## config.mk

```make
export PLATFORM = sky130hd
export DESIGN_NAME = vertex_record_size_calc
export DESIGN_NICKNAME = d
export VERILOG_FILES = /design/src/hw/rtl/vrsc_pkg.sv /design/src/hw/rtl/vrsc_elem_decode.sv /design/src/hw/rtl/vertex_record_size_calc.sv
export VERILOG_INCLUDE_DIRS = /design/src /design/src/hw/rtl
export SDC_FILE = /design/constraint.sdc
export NUM_CORES = 1
export LEC_CHECK = 0
export ABC_AREA = 1
export BUFFER_PORTS_ARGS = -buffer_cell sky130_fd_sc_hd__buf_2
export CORE_ASPECT_RATIO = 0.9
export CORE_MARGIN = 2
export CORE_UTILIZATION = 50
export CTS_CLUSTER_DIAMETER = 30
export CTS_CLUSTER_SIZE = 12
export DETAILED_ROUTE_END_ITERATION = 8
export GPL_ROUTABILITY_DRIVEN = 0
export GPL_TIMING_DRIVEN = 0
export PLACE_DENSITY = 0.86
export REMOVE_ABC_BUFFERS = 1
export SLEW_MARGIN = 20
export SYNTH_ARGS = -nofsm -noshare
export SYNTH_HDL_FRONTEND = slang
export SYNTH_HIERARCHICAL = 1
export SYNTH_SLANG_ARGS = --single-unit
```

## constraint.sdc

```tcl
create_clock -name clk -period 5.4 [get_ports clk]
set_input_delay 0.27 -clock clk [delete_from_list [all_inputs] [get_ports clk]]
set_output_delay 0.27 -clock clk [all_outputs]
set_load 0.02 [all_outputs]
```

## src/hw/rtl/vertex_record_size_calc_assert.svh

```systemverilog
// ----------------------------------------------------------------------------
// Assertion macros for the vertex record size calculator
// Shorthands for clocked concurrent assertions that report through $error.
// ----------------------------------------------------------------------------
`ifndef VERTEX_RECORD_SIZE_CALC_ASSERT_SVH
`define VERTEX_RECORD_SIZE_CALC_ASSERT_SVH

// The consequent must hold in the same cycle as the antecedent.
`define VRSC_ASSERT_SAME(label, ante, cons, msg) \
	label: assert property (@(posedge clk) disable iff (!arst_n) (ante) |-> (cons)) \
		else $error(msg);

// The consequent must hold in the cycle after the antecedent.
`define VRSC_ASSERT_NEXT(label, ante, cons, msg) \
	label: assert property (@(posedge clk) disable iff (!arst_n) (ante) |=> (cons)) \
		else $error(msg);

`endif

```

## src/hw/rtl/vrsc_pkg.sv

```systemverilog
// ----------------------------------------------------------------------------
// Vertex record size calculator package
// Types, tables and small decode functions shared by the size pipeline.
// ----------------------------------------------------------------------------
`default_nettype none

package vrsc_pkg;

	// Presence type of one attribute in the vertex descriptor.
	typedef enum logic [1:0] {
		PRES_NONE   = 2'd0,
		PRES_DIRECT = 2'd1,
		PRES_IDX8   = 2'd2,
		PRES_IDX16  = 2'd3
	} presence_t;

	// Component format code for float data.
	localparam logic [2:0] FMT_FLOAT = 3'd4;
	localparam logic [2:0] FMT_U16   = 3'd2;

	localparam int NUM_TEX = 8;
	localparam int NUM_MTX = 9;

	// Direct size of one colour, indexed by the colour format.
	localparam logic [2:0] COLOUR_BYTES [8] = '{
		3'd2, 3'd3, 3'd4, 3'd2, 3'd3, 3'd4, 3'd0, 3'd0
	};

	// Per-attribute byte counts of one vertex, from the decode stage.
	typedef struct packed {
		logic [3:0]                mtx_count;
		logic [3:0]                pos;
		logic [5:0]                nrm;
		logic [2:0]                col0;
		logic [2:0]                col1;
		logic [NUM_TEX-1:0][3:0]   tex;
	} elem_sizes_t;

	function automatic logic [2:0] comp_bytes(input logic [2:0] code);
		logic [2:0] r;
		if (code == FMT_FLOAT) begin
			r = 3'd4;
		end else if (code >= FMT_U16) begin
			r = 3'd2;
		end else begin
			r = 3'd1;
		end
		return r;
	endfunction

	// Bytes an attribute adds for its presence type and its direct size.
	function automatic logic [5:0] pres_bytes(input logic [1:0] kind,
		input logic [5:0] direct);
		logic [5:0] r;
		case (presence_t'(kind))
			PRES_NONE:   r = 6'd0;
			PRES_DIRECT: r = direct;
			PRES_IDX8:   r = 6'd1;
			PRES_IDX16:  r = 6'd2;
			default:     r = 6'd0;
		endcase
		return r;
	endfunction

endpackage

`default_nettype wire

```

## src/hw/rtl/vrsc_elem_decode.sv

```systemverilog
// ----------------------------------------------------------------------------
// Vertex attribute size decode
// Turns the descriptor and format words into per-attribute byte counts.
// ----------------------------------------------------------------------------
`default_nettype none

module vrsc_elem_decode
	import vrsc_pkg::*;
(
	input  wire logic [15:0] descriptor_high,
	input  wire logic [16:0] descriptor_low,
	input  wire logic [31:0] format_word_a,
	input  wire logic [31:0] format_word_b,
	input  wire logic [31:0] format_word_c,
	output elem_sizes_t      sizes
);

	logic [3:0] tex_fmt [NUM_TEX];
	logic [2:0] pos_comp;
	logic [2:0] nrm_comp;
	logic [5:0] pos_direct;
	logic [5:0] nrm_direct;
	logic [5:0] nrm_base;
	logic [1:0] nrm_kind;
	logic       nrm_nine;

	// Each texture coordinate: count bit in the low position, format above it.
	assign tex_fmt[0] = format_word_a[24:21];
	assign tex_fmt[1] = format_word_b[3:0];
	assign tex_fmt[2] = format_word_b[12:9];
	assign tex_fmt[3] = format_word_b[21:18];
	assign tex_fmt[4] = format_word_b[30:27];
	assign tex_fmt[5] = format_word_c[8:5];
	assign tex_fmt[6] = format_word_c[17:14];
	assign tex_fmt[7] = format_word_c[26:23];

	assign pos_comp = comp_bytes(format_word_a[3:1]);
	assign nrm_comp = comp_bytes(format_word_a[12:10]);
	assign nrm_kind = descriptor_low[12:11];
	assign nrm_nine = format_word_a[9];

	assign pos_direct = format_word_a[0] ? (6'(pos_comp) * 6'd3) : (6'(pos_comp) * 6'd2);
	assign nrm_direct = nrm_nine ? (6'(nrm_comp) * 6'd9) : (6'(nrm_comp) * 6'd3);
	assign nrm_base   = pres_bytes(nrm_kind, nrm_direct);

	always_comb begin
		logic [3:0] cnt;
		logic [2:0] tc;
		cnt = 4'd0;
		for (int i = 0; i < NUM_MTX; i++) begin
			cnt = cnt + 4'(descriptor_low[i]);
		end
		sizes.mtx_count = cnt;
		sizes.pos = 4'(pres_bytes(descriptor_low[10:9], pos_direct));
		// A three-index normal carries two more indices of the same width.
		if (nrm_kind[1] && nrm_nine && format_word_a[31]) begin
			sizes.nrm = nrm_base + (nrm_kind[0] ? 6'd4 : 6'd2);
		end else begin
			sizes.nrm = nrm_base;
		end
		sizes.col0 = 3'(pres_bytes(descriptor_low[14:13],
			6'(COLOUR_BYTES[format_word_a[16:14]])));
		sizes.col1 = 3'(pres_bytes(descriptor_low[16:15],
			6'(COLOUR_BYTES[format_word_a[20:18]])));
		for (int i = 0; i < NUM_TEX; i++) begin
			tc = comp_bytes(tex_fmt[i][3:1]);
			sizes.tex[i] = 4'(pres_bytes(descriptor_high[2*i +: 2],
				tex_fmt[i][0] ? (6'(tc) * 6'd2) : 6'(tc)));
		end
	end

endmodule

`default_nettype wire

```

## src/hw/rtl/vertex_record_size_calc.sv

```systemverilog
// Vertex record size calculator: takes the two vertex-descriptor words and
// the three attribute-format words of a primitive and returns the byte size
// of one vertex record in the command stream. One transfer is accepted every
// cycle while the result side is not stalled; its result passes through the
// three register stages (attribute decode, two partial sums, final add)
// before it is presented on the master side.
// Each stage holds its item while the next one is full and stalled, so
// back-pressure on the result side loses and repeats nothing.
// ----------------------------------------------------------------------------
// Vertex record size calculator
// Three-stage pipeline from descriptor and format words to record bytes.
// ----------------------------------------------------------------------------
`default_nettype none

`include "vertex_record_size_calc_assert.svh"

module vertex_record_size_calc
	import vrsc_pkg::*;
(
	input  wire logic         clk,
	input  wire logic         arst_n,
	input  wire logic         s_tvalid,
	output      logic         s_tready,
	// descriptor_high[15:0], descriptor_low[32:16], format_word_a[64:33],
	// format_word_b[96:65], format_word_c[128:97], zero fill [135:129]
	input  wire logic [135:0] s_tdata,
	output      logic         m_tvalid,
	input  wire logic         m_tready,
	// vertex_bytes[7:0]
	output      logic [7:0]   m_tdata
);

	elem_sizes_t sizes;
	elem_sizes_t sizes_s1;
	logic        vld_s1, vld_s2, vld_s3;
	logic        en_s1, en_s2, en_s3;
	logic [6:0]  sum_attr_s2;
	logic [6:0]  sum_tex_s2;
	logic [7:0]  bytes_s3;
	logic [6:0]  sum_attr;
	logic [6:0]  sum_tex;

	vrsc_elem_decode u_decode (
		.descriptor_high (s_tdata[15:0]),
		.descriptor_low  (s_tdata[32:16]),
		.format_word_a   (s_tdata[64:33]),
		.format_word_b   (s_tdata[96:65]),
		.format_word_c   (s_tdata[128:97]),
		.sizes           (sizes)
	);

	// A stage loads when it is empty or its content moves on this cycle.
	assign en_s3    = !vld_s3 || m_tready;
	assign en_s2    = !vld_s2 || en_s3;
	assign en_s1    = !vld_s1 || en_s2;
	assign s_tready = en_s1;

	always_ff @(posedge clk or negedge arst_n) begin
		if (!arst_n) begin
			vld_s1 <= 1'b0;
			vld_s2 <= 1'b0;
			vld_s3 <= 1'b0;
		end else begin
			if (en_s1) begin
				vld_s1 <= s_tvalid;
			end
			if (en_s2) begin
				vld_s2 <= vld_s1;
			end
			if (en_s3) begin
				vld_s3 <= vld_s2;
			end
		end
	end

	always_comb begin
		sum_attr = 7'(sizes_s1.mtx_count) + 7'(sizes_s1.pos) + 7'(sizes_s1.nrm)
			+ 7'(sizes_s1.col0) + 7'(sizes_s1.col1);
		sum_tex = 7'd0;
		for (int i = 0; i < NUM_TEX; i++) begin
			sum_tex = sum_tex + 7'(sizes_s1.tex[i]);
		end
	end

	always_ff @(posedge clk) begin
		if (en_s1 && s_tvalid) begin
			sizes_s1 <= sizes;
		end
		if (en_s2 && vld_s1) begin
			sum_attr_s2 <= sum_attr;
			sum_tex_s2  <= sum_tex;
		end
		if (en_s3 && vld_s2) begin
			bytes_s3 <= 8'(sum_attr_s2) + 8'(sum_tex_s2);
		end
	end

	assign m_tvalid = vld_s3;
	assign m_tdata  = bytes_s3;

	`VRSC_ASSERT_SAME(a_bytes_bound, m_tvalid, m_tdata <= 8'd129, "record size above 129 bytes")
	`VRSC_ASSERT_NEXT(a_accept_lands, s_tvalid && s_tready, vld_s1, "accepted transfer not in stage 1")
	`VRSC_ASSERT_NEXT(a_mid_hold, vld_s2 && vld_s3 && !m_tready, vld_s2, "stalled item lost in stage 2")

endmodule

`default_nettype wire
```

Word level (Yosys, flattened, before mapping):

Memories as Yosys holds them, arrays and structs flattened.
Index checks and enable logic that the tools add are counted.

* register bits: 77
* bits in latches: 0
* memory bits (writable): 0
* ROM bits: 48
* input port bits: 140
* output and inout bits: 10
* logic and storage cells: 176
* memories: 2

Memories
* (name not given): words 8, width 3, read ports 1, clocked after Yosys merged registers in 0, write ports 0, RTL line vrsc_elem_decode.sv:64 `6'(COLOUR_BYTES[format_word_a[20:18]])));`
* (name not given): words 8, width 3, read ports 1, clocked after Yosys merged registers in 0, write ports 0, RTL line vrsc_elem_decode.sv:62 `6'(COLOUR_BYTES[format_word_a[16:14]])));`

* add/sub/neg operators: 21
* multiply operators: 3
* divide/modulo/power cells: 0
* order comparisons: 12
* equality and inequality tests: 46
* shift-type cells: 0
* mux-type cells: 48
* bitwise gates (word level): 2
* reductions and logical operators: 23

Operators by type and width (count)
* 4-bit one-hot mux with 4 select lines: 9
* 2-bit == test (second input constant): 24
* 3-bit 2-to-1 mux: 15
* 4-bit 2-to-1 mux: 9
* 3-bit == test (second input constant): 10
* 3-bit by 2-bit greater-or-equal comparator with 1-bit output (second input constant): 10
* 4-bit by 1-bit adder with 4-bit output: 7
* 7-bit by 4-bit adder with 7-bit output: 4
* 2-bit by 1-bit == test with 1-bit output (second input constant): 12
* 2-bit logical NOT: 12
* 3-bit one-hot mux with 4 select lines: 2
* 6-bit one-hot mux with 4 select lines: 1
* 2-bit 2-to-1 mux: 10
* 7-bit by 3-bit adder with 7-bit output: 2
* 6-bit 2-to-1 mux: 2
* 4-bit by 4-bit adder with 5-bit output: 2
* 7-bit by 7-bit adder with 8-bit output: 1
* 4-bit greater-or-equal comparator (second input constant): 2
* 3-bit NOT with 4-bit output: 2
* 5-bit by 6-bit adder with 7-bit output: 1
* 6-bit by 4-bit adder with 7-bit output: 1
* 5-bit by 4-bit adder with 6-bit output: 1
* 6-bit adder: 1
* 3-bit by 4-bit multiplier with 6-bit output (second input constant): 1
* 6 further kinds: 14

Logic depth before layout (Yosys ltp):

Gate-level depths: netlist of the first run.

* depth after elaboration: 8
* gate-level depth with buffers: 14

Modules after synthesis:

The synthesis of the first run kept the hierarchy.

By module, submodules not included
* vertex_record_size_calc: instances 1, cells an instance 297, area an instance 3963.8 um^2, sequential area each 2297.2 um^2
* vrsc_elem_decode: instances 1, cells an instance 236, area an instance 1234.9 um^2, sequential area each 0.0 um^2

Worst setup path after synthesis of the first run:

OpenSTA, ideal clock, no wires.

* path type: register to register
* from: reg sizes_s1[2] in the netlist's numbering
* to: reg sum_tex_s2[4] (data pin)
* arrival: 3217 ps
* data required time: 5142 ps
* setup slack: 1926 ps
* stages on the path, launching flop included: 13
* path through: edfxtp_1 inv_1 fa_1 inv_1 fa_1 fa_1 inv_1 fa_1 inv_1 ha_1 inv_1 fa_1 xnor2_1

* word-level cells in the longest chain between the ends: 7

RTL lines
* start, declared: RTL line vertex_record_size_calc.sv:34 `elem_sizes_t sizes_s1;`
* start signal, assigned: RTL line vertex_record_size_calc.sv:87 `sizes_s1 <= sizes;`
* 4-bit by 4-bit adder with 5-bit output: RTL line vertex_record_size_calc.sv:81 `sum_tex = sum_tex + 7'(sizes_s1.tex[i]);`
* 5-bit by 4-bit adder with 6-bit output: RTL line vertex_record_size_calc.sv:81
* 6-bit by 4-bit adder with 7-bit output: RTL line vertex_record_size_calc.sv:81
* 7-bit by 4-bit adder with 7-bit output (4 in series): RTL line vertex_record_size_calc.sv:81
* net sum_tex[4]: RTL line vertex_record_size_calc.sv:41 `logic [6:0] sum_tex;`
* end signal, assigned: RTL line vertex_record_size_calc.sv:91 `sum_tex_s2 <= sum_tex;`
* end, declared: RTL line vertex_record_size_calc.sv:38 `logic [6:0] sum_tex_s2;`

The timed path passes the listed nets, and every way through them passes these cells.
A chain may end at the register's enable or synchronous reset.

Worst setup path after layout of the first run:

Same ends and word-level chain as after synthesis.

==> results of run 1 <==
==> flip-flops by register name, summed over array words and instances (netlist names) <==
register     cells
m_tdata          8
m_tvalid         1
sizes_s1        52
sum_attr_s2      7
sum_tex_s2       7
vld_s1           1
vld_s2           1
==> where the power goes <==
group / total, mW / switching (mW) / internal, mW
Sequential: 0.947 / 0.0465 / 0.901
Clock: 0.722 / 0.224 / 0.499
Combinational: 1.21 / 0.722 / 0.492
Total: 2.88 / 0.992 / 1.89
==> placed cells by master (no fill, tap or decap), drive strengths merged <==
cell type	count
clkbuf	12
clkinv	1
and3	2
bufinv	4
edfxtp	74
nor2	40
nor4	2
dlygate4sd3	1
buf	94
nand2	79
ha	30
fa	39
a21oi	39
or2	2
o21ai	27
a31oi	1
nor3b	1
a211oi	2
nor3	8
and2	1
dfrtp	3
nand3	22
nand4	4
nand3b	1
inv	144
o22ai	2
xor2	5
xnor2	4
==> how the worst max path moves through the flow <==
stage / cells after the start / slack (ns) / from / endpoint
global placement: 12 / 1.82 / sizes_s1[2] / sum_tex_s2[4]
finish: 12 / 1.82 / sizes_s1[2] / sum_tex_s2[4]
global route: 12 / 1.61 / sizes_s1[2] / sum_tex_s2[4]
detailed placement: 12 / 1.82 / sizes_s1[2] / sum_tex_s2[4]
floorplan: 12 / 1.93 / sizes_s1[2] / sum_tex_s2[4]
CTS: 12 / 1.80 / sizes_s1[2] / sum_tex_s2[4]
==> cells in the mapped netlist (5+ instances only) <==
| cell | n |
|---|---|
| a21oi_1 | 36 |
| nor3_1 | 7 |
| nor2_2 | 6 |
| inv_1 | 142 |
| xor2_1 | 5 |
| nand3_1 | 19 |
| edfxtp_1 | 74 |
| nand2_1 | 74 |
| o21ai_1 | 5 |
| o21ai_0 | 21 |
| fa_1 | 39 |
| ha_1 | 30 |
| nor2_1 | 34 |
| nand2_2 | 5 |
==> layer usage <==
layer	vias up	track usage [%]	wire length, um
li1	1903	-	-
met2	112	35.0	5080
met1	1771	21.3	4030
met5	-	0	0
met3	21	3.73	449
met4	0	7.60	206
==> per-stage QoR <==
| stage | hold slack [ns] | instances | setup WS (ns) | total power [mW] | instance area, sq um |
|---|---|---|---|---|---|
| 2_1_floorplan | -0.0256 | 533 | 1.93 | 1.86 | 5200 |
| 3_3_place_gp | 0.0644 | 755 | 1.82 | 2.07 | 5830 |
| 3_5_place_dp | 0.0748 | 756 | 1.82 | 2.16 | 5850 |
| 4_1_cts | 0.188 | 773 | 1.80 | 2.91 | 6220 |
| 5_1_grt | 0.195 | 773 | 1.61 | 3.14 | 6220 |
| 6_report | 0.185 | 773 | 1.82 | 2.88 | 6220 |
==> final cells by class <==
cell class / instances / area, sq um
Fill cell: 814 / 3980
Multi-Input combinational cell: 311 / 2360
Sequential cell: 77 / 2300
Inverter: 145 / 544
Timing Repair Buffer: 95 / 503
Clock buffer: 12 / 236
Tap cell: 129 / 161
Clock inverter: 4 / 120
==> cell families (layout without fill, tap and decap cells) <==
kind of cell	Yosys count	after routing	synth area share (%)
XOR/XNOR	9	9	1.52
buffers and inverters	145	256	10.5
adder cells (fa/ha/maj)	69	69	22.2
flip-flops	77	77	44.2
AO/OA/AOI/OAI	71	71	7.48
AND/OR/NAND/NOR	162	162	14.1
==> worst max-delay path: stages (launching register included) <==
cell	delay, ns
edfxtp_1	0.33
inv_1	0.06
fa_1	0.52
inv_1	0.06
fa_1	0.50
fa_1	0.54
inv_1	0.05
fa_1	0.46
inv_1	0.06
ha_1	0.18
inv_1	0.06
fa_1	0.39
xnor2_1	0.14
==> timing repair <==
| action | in CTS | in global routing |
|---|---|---|
| hold endpoints to repair | 3 | 0 |
| endpoints found under the setup margin | 0 | 0 |
| hold buffers | 1 | 0 |
==> flow_summary.toml, run 1 <==
[layout]
syn_to_final_growth_pct = 19.6
num_antenna_cells = 0
drive_gt1_share_pct = 20.5
fin_util_pct = 61.0
fin_nets = 848

[power]
p_leak_nw = 3.05
power_density_nw_per_um2 = 463
peakVddDrop_mv = 0.313

[synthesis]
synth_top_area_share_pct = 42.7
ys.flop_type = "edfxtp_1"
async_reset_ff_share_pct = 3.90
synthCells = 533
yosysWarnings = 6
synth-seq-cells = 77
synth-edff-count = 74
netlist_area_sq_um = 5200
synth.avg_cell_area_sq_um = 9.75
yosys-top-cells-area = "edfxtp_1, fa_1, inv_1"
ys_seq_area_share_pct = 44.2
ys_types = 32
synth_top_cell_by_area = "edfxtp_1"

[clocking]
cts_root_buf = "clkbuf_16"
cts_setup_buffers = 0
cts_buffer_depth = 2
clkTransAtPathRegs_ns = 0.06
clkSinkCount = 77
postCtsResizedCells = 0
numCtsBuffers = 9
cts_tree = "done"
htree_levels = 3
clock_latency_ns = 0.34

[global_routing]
grt-ovfl-total = 0
grt_antenna_before_repair = 0
grt_max_degree = 29
grt_pass1_vias = 3959
grt.total_usage_pct = 18.8
grt_pass1_wl_mm = 16.6

[floorplanning]
die-area_sq_um = 11200
start_util_pct = 51.0
ios = 150
core_sq_um = 10200
die-height_um = 101
die_w_um = 111
rows = 35

[min_path]
hold_end = "vld_s1"
min_path_type = "primary input to flop"
hp-start = "s_tvalid"
hold_depth = 3

[routing]
drt_iter0_drc = 112
antenna_left = 0
num_vias = 3807
vias_per_cell = 4.92
routedWlPerCell_um = 12.6
drt-total-wl_mm = 9.76
drc = 0
drt_first_pass_iters = 5

[setup_path]
worstSetupStartpointType = "flop"
worstRegToRegCells = 12
reg2reg_slack_ns = 1.82
timing.rr.start = "sizes_s1[2]"
critPathKind = "flop to flop"
r2r_end = "sum_tex_s2[4]"
crit_arrival_ns = 3.66
end_kind = "flop"
cp_max_fo = 2
worstPathRequired_ns = 5.49

[timing]
tightest_slew_ns = 0.746
drv_slew = 0
min_period_ns = 3.58
setup_violations = 0
finalHoldViolCount = 0
fin_skew_ns = 0.00691
rsz0062_at_grt = "no"
tns_ns = 0
fin_crit_sh_pct = 66.2
slew_headroom_pct = 50.3
fmax_ghz = 0.280

[status]
outcome = "completed"

[placement]
numPortBuffers = 93
hpwl_mm = 7.81

[job]
cap_violations = 0
(Power assumes the default switching activity.)
==> run 2, diff against run 1 <==
==> constraint.sdc (replaced) <==
create_clock -name clk -period 3.3 [get_ports clk]
set_input_delay 0.165 -clock clk [delete_from_list [all_inputs] [get_ports clk]]
set_output_delay 0.165 -clock clk [all_outputs]
set_load 0.02 [all_outputs]
==> run 2 against run 1 <==
Sequential share of layout area shrank 0.40 points. Die area is the same. Fmax increased by 2.6%. Hold slack got worse by 0.11 ns. Global-route usage grew 0.092 points. Critical path depth is the same. Combinational power grew 89%. Setup slack worse by 2.0 ns. Via count rose by 0.53%. The run now ends with negative setup slack left.
==> flow_summary.toml, run 2 (synthesis gave the netlist of run 1 again) <==
[setup_path]
critPathKind = "flop to flop"
worstSetupStartpointType = "flop"
cp_max_fo = 2
worstPathRequired_ns = 3.39
max_stage_delay_ns = 0.54
crit_arrival_ns = 3.58
worst_path_max_delay_cell = "fa_1"
end_kind = "flop"
crit_chain = "inv_2 > fa_1 > inv_2 > fa_1 > fa_1 > inv_1 > fa_1 > inv_1 > ha_2 > inv_2 > fa_2 > inv_2"

[floorplanning]
core_sq_um = 10200
ios = 150
die-height_um = 101
rows = 35
die-area_sq_um = 11200
die_w_um = 111
start_util_pct = 51.0

[timing]
fin_crit_sh_pct = 106
setup_slack_ns = -0.185
worst_hold_slack_ns = 0.0795
fin_skew_ns = 0.00805
rsz0062_at_grt = "yes"
setup_violations = 4
min_period_ns = 3.48
slew_headroom_pct = 50.3
drv_slew = 0
fmax_ghz = 0.287
finalHoldViolCount = 0
tightest_slew_ns = 0.746

[clocking]
clkTransAtPathRegs_ns = 0.06
cts_buffer_depth = 2
cts_tree = "done"
htree_levels = 3
clkSinkCount = 77
cts_root_buf = "clkbuf_16"
numCtsBuffers = 9
clock_latency_ns = 0.34

[job]
cap_violations = 0

[placement]
hpwl_mm = 7.81
numPortBuffers = 93
dp_slack_ns = -0.277

[power]
peakVddDrop_mv = 0.522
power_density_nw_per_um2 = 800
p_switching_mw = 1.76
pwr-share-seq_pct = 30.9
clkPwrFrac_pct = 23.6
comb_power_share_pct = 45.6
swShare_pct = 35.1
power.internal_mw = 3.26
p_leak_nw = 3.05

[global_routing]
grt.total_usage_pct = 18.9
grt-ovfl-total = 0
grt_pass1_wl_mm = 16.7
grt_max_degree = 29
grt_pass1_vias = 3973
grt_antenna_before_repair = 0

[layout]
fin_util_pct = 61.6
layout_common_cells = "inv_1, buf_2, edfxtp_1"
syn_to_final_growth_pct = 20.9
final_common_cell = "inv_1"
top_register = "sizes_s1"
num_antenna_cells = 0
largest_reg_flops = 52
reg_top3 = "sizes_s1 (52), m_tdata (8)"
fin_nets = 849
drive_gt1_share_pct = 23.9

[routing]
drt_iter0_drc = 133
drt-total-wl_mm = 9.99
drc = 0
routedWlPerCell_um = 12.9
drt_first_pass_iters = 5
antenna_left = 0
num_vias = 3827
vias_per_cell = 4.94

[status]
violations = "negative setup slack"
outcome = "finished, violations left"

[min_path]
min_path_type = "primary input to flop"
run 2: cell types whose count changed in the layout (fill, tap and decap cells not counted), moves of 3 or more:
cell,before,now
fa_1,39,36
fa_2,0,3
ha_1,30,26
inv_1,141,132
inv_2,3,12
run 2: worst max-delay path: cells and delay by family (launching register included):
family / cells / cell delay, ns
adders and majority gates: 6 / 2.65
buffers and inverters: 6 / 0.27
DFF: 1 / 0.33
run 2: routing by layer:
metal,vias to the layer above,wire (um),GRT usage [%]
met5,-,0,0
met4,0,244,7.60
met3,22,409,3.73
met2,123,5180,35.1
met1,1777,4150,21.5
li1,1905,-,-
run 2: path summary, 6_finish.rpt:
path / from / end / slack, ns / depth (start not counted)
max: sizes_s1[14] / sum_tex_s2[3] / -0.18 / 12
min reg2reg: vld_s2 / m_tvalid / 0.46 / 2
max in group asynchronous: arst_n / vld_s1 / 3.02 / 2
min in group asynchronous: arst_n / vld_s2 / 0.17 / 2
max reg2reg: sizes_s1[14] / sum_tex_s2[3] / -0.18 / 12
min: s_tvalid / vld_s1 / 0.08 / 3
run 2: layout make-up:
type	count	area, sq um
flip-flops and latches	77	2300
inverters	145	544
fillers	798	3920
clock inverters	4	120
repair buffers	96	510
clock buffers	12	236
well taps	129	161
multi-input cells	311	2420
run 2: timing repair:
action	CTS	global route
hold buffers	1	0
resized for setup	8	14
setup endpoints to repair	4	5
buffers inserted	1	0
hold endpoints to repair	3	0
pin swaps	14	12
run 2: power groups by stage:
| stage | clock, mW | sequential, mW | combinational, mW |
|---|---|---|---|
| after global routing | 1.24 | 1.57 | 2.63 |
| after floorplan | 0 | 1.62 | 1.42 |
| final | 1.19 | 1.55 | 2.29 |
| after detailed placement | 0 | 1.57 | 1.97 |
| after CTS | 1.20 | 1.55 | 2.07 |
| after global placement | 0 | 1.56 | 1.83 |
run 2: per-stage QoR:
step / setup TNS, ns / std cells / instance area, sq um / power, mW
final: -0.417 / 774 / 6290 / 5.03
after global routing: -0.952 / 774 / 6290 / 5.45
after CTS: -0.368 / 774 / 6240 / 4.83
after detailed placement: -1.02 / 756 / 5850 / 3.54
after global placement: -0.927 / 755 / 5830 / 3.39
after floorplan: -0.537 / 533 / 5200 / 3.04
